$ cat config.mk
export PLATFORM = sky130hd
export DESIGN_NAME = set_intersection_dedup_unit
export DESIGN_NICKNAME = d
export VERILOG_FILES = /design/src/rtl/core/sid_pkg.sv /design/src/rtl/core/sid_cell.sv /design/src/rtl/core/set_intersection_dedup_unit.sv
export SDC_FILE = /design/constraint.sdc
export NUM_CORES = 2
export LEC_CHECK = 0
export CAP_MARGIN = 20
export CORE_MARGIN = 2
export CORE_UTILIZATION = 45
export DETAILED_ROUTE_END_ITERATION = 8
export DONT_BUFFER_PORTS = 1
export PLACE_DENSITY = 0.7
export SLEW_MARGIN = 20
export SYNTH_ARGS = -nofsm -noshare
export SYNTH_HDL_FRONTEND = slang
export SYNTH_SLANG_ARGS = --single-unit
$ cat constraint.sdc
create_clock -name i_clk -period 8.2 [get_ports i_clk]
set_clock_uncertainty 0.05 [all_clocks]
set_input_delay 2.05 -clock i_clk [delete_from_list [all_inputs] [get_ports i_clk]]
set_output_delay 2.05 -clock i_clk [all_outputs]
set_load 0.005 [all_outputs]
$ cat src/rtl/core/sid_pkg.sv
`default_nettype none
// ----------------------------------------------------------------------------
// sid_pkg: shared types and constants of the set intersection store
// Transaction payloads, mode codes and the token that walks the cell row.
// ----------------------------------------------------------------------------
package sid_pkg;

    localparam int VALUE_W       = 32;
    localparam int MODE_W        = 2;
    localparam int DEFAULT_DEPTH = 64;

    localparam logic [MODE_W-1:0] MODE_LOAD  = 2'd0;
    localparam logic [MODE_W-1:0] MODE_PROBE = 2'd1;
    localparam logic [MODE_W-1:0] MODE_CLEAR = 2'd2;

    typedef struct packed {
        logic [MODE_W-1:0]         mode;
        logic signed [VALUE_W-1:0] value;
    } t_item;

    typedef struct packed {
        logic                      matched;
        logic signed [VALUE_W-1:0] member;
        logic                      status;
    } t_result;

    // One operation in flight along the row of cells.
    typedef struct packed {
        logic                      valid;
        logic [MODE_W-1:0]         mode;
        logic signed [VALUE_W-1:0] value;
        logic                      hit;        // a valid entry held the value
        logic                      free_seen;  // a free entry was passed
    } t_token;

endpackage : sid_pkg
`default_nettype wire

$ cat src/rtl/core/sid_cell.sv
`default_nettype none
// ----------------------------------------------------------------------------
// sid_cell: one entry of the membership store
// Holds one value and its valid bit, updates the passing token and hands it on.
// ----------------------------------------------------------------------------
module sid_cell
    import sid_pkg::*;
(
    input  wire logic   i_clk,
    input  wire logic   i_rst_n,
    input  wire t_token i_tok,
    input  wire logic   i_wr_en,
    output t_token      o_tok
);

    logic                      r_valid;
    logic                      n_valid;
    logic signed [VALUE_W-1:0] r_value;
    logic                      r_cand;
    logic                      n_cand;
    t_token                    r_tok;
    t_token                    n_tok;
    logic                      eq;

    assign eq = r_valid && (r_value == i_tok.value);

    always_comb begin
        n_tok   = i_tok;
        n_valid = r_valid;
        n_cand  = r_cand;
        if (i_tok.valid) begin
            case (i_tok.mode)
                MODE_LOAD: begin
                    n_tok.hit       = i_tok.hit | eq;
                    n_tok.free_seen = i_tok.free_seen | ~r_valid;
                    // The first free entry seen is the lowest free one.
                    n_cand          = ~r_valid & ~i_tok.free_seen;
                end
                MODE_PROBE: begin
                    if (eq && !i_tok.hit) begin
                        n_valid   = 1'b0;
                        n_tok.hit = 1'b1;
                    end
                end
                MODE_CLEAR: begin
                    n_valid = 1'b0;
                end
                default: begin
                end
            endcase
        end
        if (i_wr_en && r_cand) begin
            n_valid = 1'b1;
        end
    end

    always_ff @(posedge i_clk) begin
        if (!i_rst_n) begin
            r_valid     <= 1'b0;
            r_cand      <= 1'b0;
            r_tok.valid <= 1'b0;
        end else begin
            r_valid     <= n_valid;
            r_cand      <= n_cand;
            r_tok.valid <= n_tok.valid;
        end
        r_tok.mode      <= n_tok.mode;
        r_tok.value     <= n_tok.value;
        r_tok.hit       <= n_tok.hit;
        r_tok.free_seen <= n_tok.free_seen;
        // The candidate entry is free, so it can take the value as the load
        // passes; the valid bit is only set once the whole row has been seen.
        if (i_tok.valid && (i_tok.mode == MODE_LOAD) && n_cand) begin
            r_value <= i_tok.value;
        end
    end

    assign o_tok = r_tok;

endmodule : sid_cell
`default_nettype wire

$ cat src/rtl/core/set_intersection_dedup_unit.sv
`default_nettype none
// ----------------------------------------------------------------------------
// set_intersection_dedup_unit: duplicate-free set intersection store
// Loads build a set of distinct values, probes report and remove members.
// ----------------------------------------------------------------------------
//
//  Channel | Direction | Handshake            | Payload
//  --------+-----------+----------------------+----------------------------
//  item    | in        | i_valid / o_stall    | i_item   (mode, value)
//  result  | out       | o_valid / i_stall    | o_result (matched, member,
//          |           |                      |           status)
//
// Each transaction walks the row of STORE_DEPTH cells, one cell per cycle. The
// result leaves the row into the finish register and then moves into the
// output register once that register is free or its result is taken. The
// next item is accepted only after the previous result has left the finish
// register. Only one item is in the row at a time.
// Reset is synchronous and active low; it empties the store at once, with no
// clearing pass. A stalled result sits in the output register while the next
// item may already travel the row; a finished result waiting behind a stalled
// output holds the input stall high.
//
// ----------------------------------------------------------------------------
module set_intersection_dedup_unit
    import sid_pkg::*;
#(
    parameter int STORE_DEPTH = DEFAULT_DEPTH
) (
    input  wire logic    i_clk,
    input  wire logic    i_rst_n,
    input  wire logic    i_valid,
    input  wire t_item   i_item,
    output logic         o_stall,
    output logic         o_valid,
    output t_result      o_result,
    input  wire logic    i_stall
);

    // Token bus between neighbouring cells; entry 0 is fed from the input.
    t_token  tok [STORE_DEPTH+1];
    t_token  last_tok;
    logic    in_accept;
    logic    wr_en;
    logic    r_busy;
    logic    r_fin_v;
    t_result r_fin;
    t_result fin_res;
    logic    move_out;

    assign in_accept = i_valid && !o_stall;
    // The input waits while a transaction is in the row or its result waits.
    assign o_stall   = r_busy | r_fin_v;

    always_comb begin
        tok[0].valid     = in_accept;
        tok[0].mode      = i_item.mode;
        tok[0].value     = i_item.value;
        tok[0].hit       = 1'b0;
        tok[0].free_seen = 1'b0;
    end

    for (genvar g = 0; g < STORE_DEPTH; g++) begin : g_cell
        sid_cell u_cell (
            .i_clk   (i_clk),
            .i_rst_n (i_rst_n),
            .i_tok   (tok[g]),
            .i_wr_en (wr_en),
            .o_tok   (tok[g+1])
        );
    end

    assign last_tok = tok[STORE_DEPTH];

    // A load that found no copy and passed a free entry writes into the cell
    // that marked itself as the lowest free one.
    assign wr_en = last_tok.valid && (last_tok.mode == MODE_LOAD) &&
                   !last_tok.hit && last_tok.free_seen;

    always_comb begin
        fin_res.matched = last_tok.hit && (last_tok.mode == MODE_PROBE);
        fin_res.member  = fin_res.matched ? last_tok.value : '0;
        // A load dropped because every entry was taken.
        fin_res.status  = (last_tok.mode == MODE_LOAD) && !last_tok.hit &&
                          !last_tok.free_seen;
    end

    assign move_out = r_fin_v && (!o_valid || !i_stall);

    always_ff @(posedge i_clk) begin
        if (!i_rst_n) begin
            r_busy  <= 1'b0;
            r_fin_v <= 1'b0;
            o_valid <= 1'b0;
        end else begin
            if (in_accept) begin
                r_busy <= 1'b1;
            end else if (last_tok.valid) begin
                r_busy <= 1'b0;
            end
            if (last_tok.valid) begin
                r_fin_v <= 1'b1;
            end else if (move_out) begin
                r_fin_v <= 1'b0;
            end
            if (move_out) begin
                o_valid <= 1'b1;
            end else if (!i_stall) begin
                o_valid <= 1'b0;
            end
        end
        if (last_tok.valid) begin
            r_fin <= fin_res;
        end
        if (move_out) begin
            o_result <= r_fin;
        end
    end

endmodule : set_intersection_dedup_unit
`default_nettype wire

==> impl_metrics.py <==
metrics = {
    "status": {
        "status": "complete, no violations",
    },
    "yosys": {
        "netlist_area_mm2": 0.1425,
        "synthTopCellsByArea": "edfxtp_1 45%, dfxtp_1 35%, xnor2_1 8.1%",
        "syn_area_per_cell_um2": 16.74,
        "netlist_instances": 8509,
        "yosys-top-cells-count": "2499 x dfxtp_1, 2116 x edfxtp_1, 1310 x xnor2_1",
        "yosysTopAreaCellShare_pct": 44.60,
        "synth_top_area_cell": "edfxtp_1",
        "synth_nets": 8547,
        "ys.flop_type": "dfxtp_1",
        "synth_seq_cells": 4615,
        "synth_edf_count": 2116,
        "yosysUniqueCellTypes": 59,
        "synth.yosys.seq_area_share_pct": 79.72,
        "synthArstFlopShare_pct": 0,
        "yosysMostFrequentCell": "dfxtp_1",
        "ys_warn_count": 0,
    },
    "die": {
        "start_util_pct": 45.23,
        "dieArea_mm2": 0.3211,
        "die_h_um": 566.6,
        "core_mm2": 0.3150,
        "fp-row-count": 206,
        "die_w_um": 566.6,
        "pin_count": 74,
    },
    "sta": {
        "fmax_mhz": 274.1,
        "period_needed_ns": 3.649,
        "hold_viol": 0,
        "slew_viol_final": 0,
        "worst_pin_slew_ns": 1.016,
        "finalSetupTns_ns": 0,
        "fin_crit_sh_pct": 44.50,
        "relSlewSlack_pct": 32.29,
        "setup_violations": 0,
        "rsz0062_at_grt": "false",
        "layout_setup_ws_ns": 4.551,
        "fin_hold_ws_ns": 0.2605,
    },
    "drt": {
        "drtPass1Iterations": 7,
        "drt_iter0_markers": 4710,
        "post_drt_wl_per_cell_um": 18.78,
        "routed_wirelength_um": 253400,
        "drc": 0,
        "drt.antenna.violating_nets": 0,
        "vias": 65510,
        "avgViaCountPerCell": 4.855,
    },
    "finish": {
        "drive_gt1_share_pct": 8.465,
        "design_area_mm2": 0.1626,
        "syn2layout_area_growth_pct": 14.15,
        "n_fill_cell": 24980,
        "fin_nets": 9009,
    },
    "min_path": {
        "hold_end": "g_cell[8].u_cell.o_tok[35]$_DFF_P_",
        "hold_path_class": "reg2reg",
        "hold_path_depth": 0,
        "holdCritStartpoint": "g_cell[7].u_cell.o_tok[35]$_DFF_P_",
    },
    "clocking": {
        "numCtsBuffers": 421,
        "cts_sinks": 4615,
        "clockRootBuffer": "clkbuf_16",
        "clock_latency_ns": 0.92,
        "clockBufferDepth": 4,
        "clk_pin_slew_ns": 0.06,
        "cts_tree": "built",
        "postCtsHoldBufs": 0,
        "htreeDepth": 5,
        "cts-resized-gates": 0,
        "cts_setup_buffers": 0,
    },
    "critical_path": {
        "cp-end-kind": "output pin",
        "r2r_cells": 6,
        "slowest_stage": "dfxtp_1",
        "slowest_delay_ns": 0.34,
        "cp.required_ns": 6.10,
        "rrSetupSlack_ns": 5.72,
        "r2r-end": "g_cell[0].u_cell.r_valid$_SDFFE_PN0P_",
        "crit_path_start_kind": "flip-flop",
        "cp_num_buf_inv": 0,
        "timing.rr.start": "g_cell[63].u_cell.o_tok[35]$_DFF_P_",
        "path_class": "reg2out",
        "crit_chain": "or2_2",
        "path_max_fanout": 5,
        "worst_ep_arrival_time_ns": 1.55,
        "cp_top_family": "flip-flops",
    },
    "flow_run": {
        "maxCapViolations": 0,
    },
    "placed_design": {
        "dp_slack_ns": 3.999,
        "place_hpwl_um": 175100,
        "place_area_mm2": 0.1484,
        "port-buffer-count": 0,
        "gp_congestion": 0.7951,
    },
    "power": {
        "power_density_mw_per_mm2": 277.3,
        "cellLeakagePower_uw": 0.05450,
        "ir_drop_uv": 207.0,
    },
    "grt": {
        "gr-total-overflow": 0,
        "grt_max_degree": 147,
        "grt_pass1_vias": 68510,
        "antenna_found_initial": 8,
        "grt_pass1_wl_um": 398600,
        "grt_use_total_pct": 15.56,
    },
}
## metal layers
| layer | share of wire (%) | vias to the layer above | routed length (µm) | global-route usage, % |
|---|---|---|---|---|
| li1 | - | 31210 | - | - |
| met1 | 44 | 32750 | 110900 | 20.28 |
| met2 | 51 | 1139 | 128200 | 27.19 |
| met3 | 3.5 | 414 | 8786 | 2.069 |
| met4 | 2.2 | 0 | 5546 | 4.288 |
| met5 | 0 | - | 0 | 0 |
## flip-flops by register name, summed over array words and instances (netlist names)
name                   cells
r_fin                     34
g_cell.u_cell.r_value   2048
g_cell.u_cell.o_tok     2368
g_cell.u_cell.r_cand      64
g_cell.u_cell.r_valid     64
r_fin_v                    1
o_valid                    1
r_busy                     1
o_result                  34
## power breakdown
part,internal [µW],leakage (µW),switching (µW),total [µW]
clock network,11400,0.00696,8190,19600
logic,287,0.00850,190,477
registers,24500,0.0390,555,25000
## cells in the final DEF (no fill, tap or decap), types with 8 or more instances in the layout
| cell type | n |
|---|---|
| a21oi_1 | 61 |
| and2_1 | 99 |
| clkinv_2 | 74 |
| o21a_1 | 99 |
| inv_1 | 128 |
| a31oi_1 | 17 |
| or4b_1 | 31 |
| buf_4 | 71 |
| o31ai_1 | 51 |
| nor3_1 | 65 |
| nor4_2 | 53 |
| xor2_1 | 695 |
| nor2_1 | 120 |
| clkinv_1 | 37 |
| o2bb2ai_1 | 34 |
| a2111oi_0 | 14 |
| o21bai_1 | 78 |
| clkbuf_16 | 430 |
| clkbuf_1 | 106 |
| nand2_1 | 104 |
| nand3b_1 | 8 |
| nor4_1 | 226 |
| edfxtp_1 | 2116 |
| or2_1 | 8 |
| o211ai_1 | 12 |
| nand2b_1 | 66 |
| xnor2_1 | 1310 |
| nand3_1 | 94 |
| a21o_1 | 17 |
| nor2b_1 | 39 |
| o21ai_1 | 11 |
| clkbuf_8 | 69 |
| nor3_2 | 12 |
| o21ai_0 | 8 |
| dfxtp_1 | 2499 |
| bufinv_16 | 34 |
| nand4_1 | 336 |
## kinds of logic after synthesis
| group | count (synthesis) | synth area share [%] |
|---|---|---|
| buf+inv | 163 | 0.4558 |
| flops | 4615 | 79.72 |
| compound gates | 445 | 2.267 |
| xor+xnor | 2005 | 12.33 |
| simple gates | 1281 | 5.226 |
## area by class of cell
class / instances / area (µm²) / area share, %
clock inverter: 180 / 2064 / 1.270
timing repair buffer: 72 / 538.0 / 0.3309
tap: 4160 / 5205 / 3.201
antenna: 1 / 2.502 / 0.001539
sequential: 4615 / 113600 / 69.84
inverter: 130 / 490.5 / 0.3016
clock buffer: 605 / 12110 / 7.446
multi-input combinational: 3731 / 28640 / 17.61
## stage by stage
stage	std cells	util, %	total power (µW)
finish	13490	51.63	45090
global route	13490	51.63	46520
CTS	13490	51.62	45510
detailed placement	12710	47.12	26020
global placement	12710	47.12	25990
floorplan	8509	-	25680
## how the worst max path moves through the flow
stage	slack [ns]	cells past startpoint	endpoint	from
after floorplan	3.10	1	o_result[0]$_DFFE_PP_	i_stall
after global placement	4.05	7	g_cell[0].u_cell.r_valid$_SDFFE_PN0P_	i_rst_n
after detailed placement	4.00	7	g_cell[2].u_cell.r_valid$_SDFFE_PN0P_	i_rst_n
after CTS	4.47	1	o_stall	r_fin_v$_SDFFE_PN0P_
after global routing	4.47	1	o_stall	r_fin_v$_SDFFE_PN0P_
final	4.55	1	o_stall	r_fin_v$_SDFFE_PN0P_
Power figures use the tool's default switching activity.
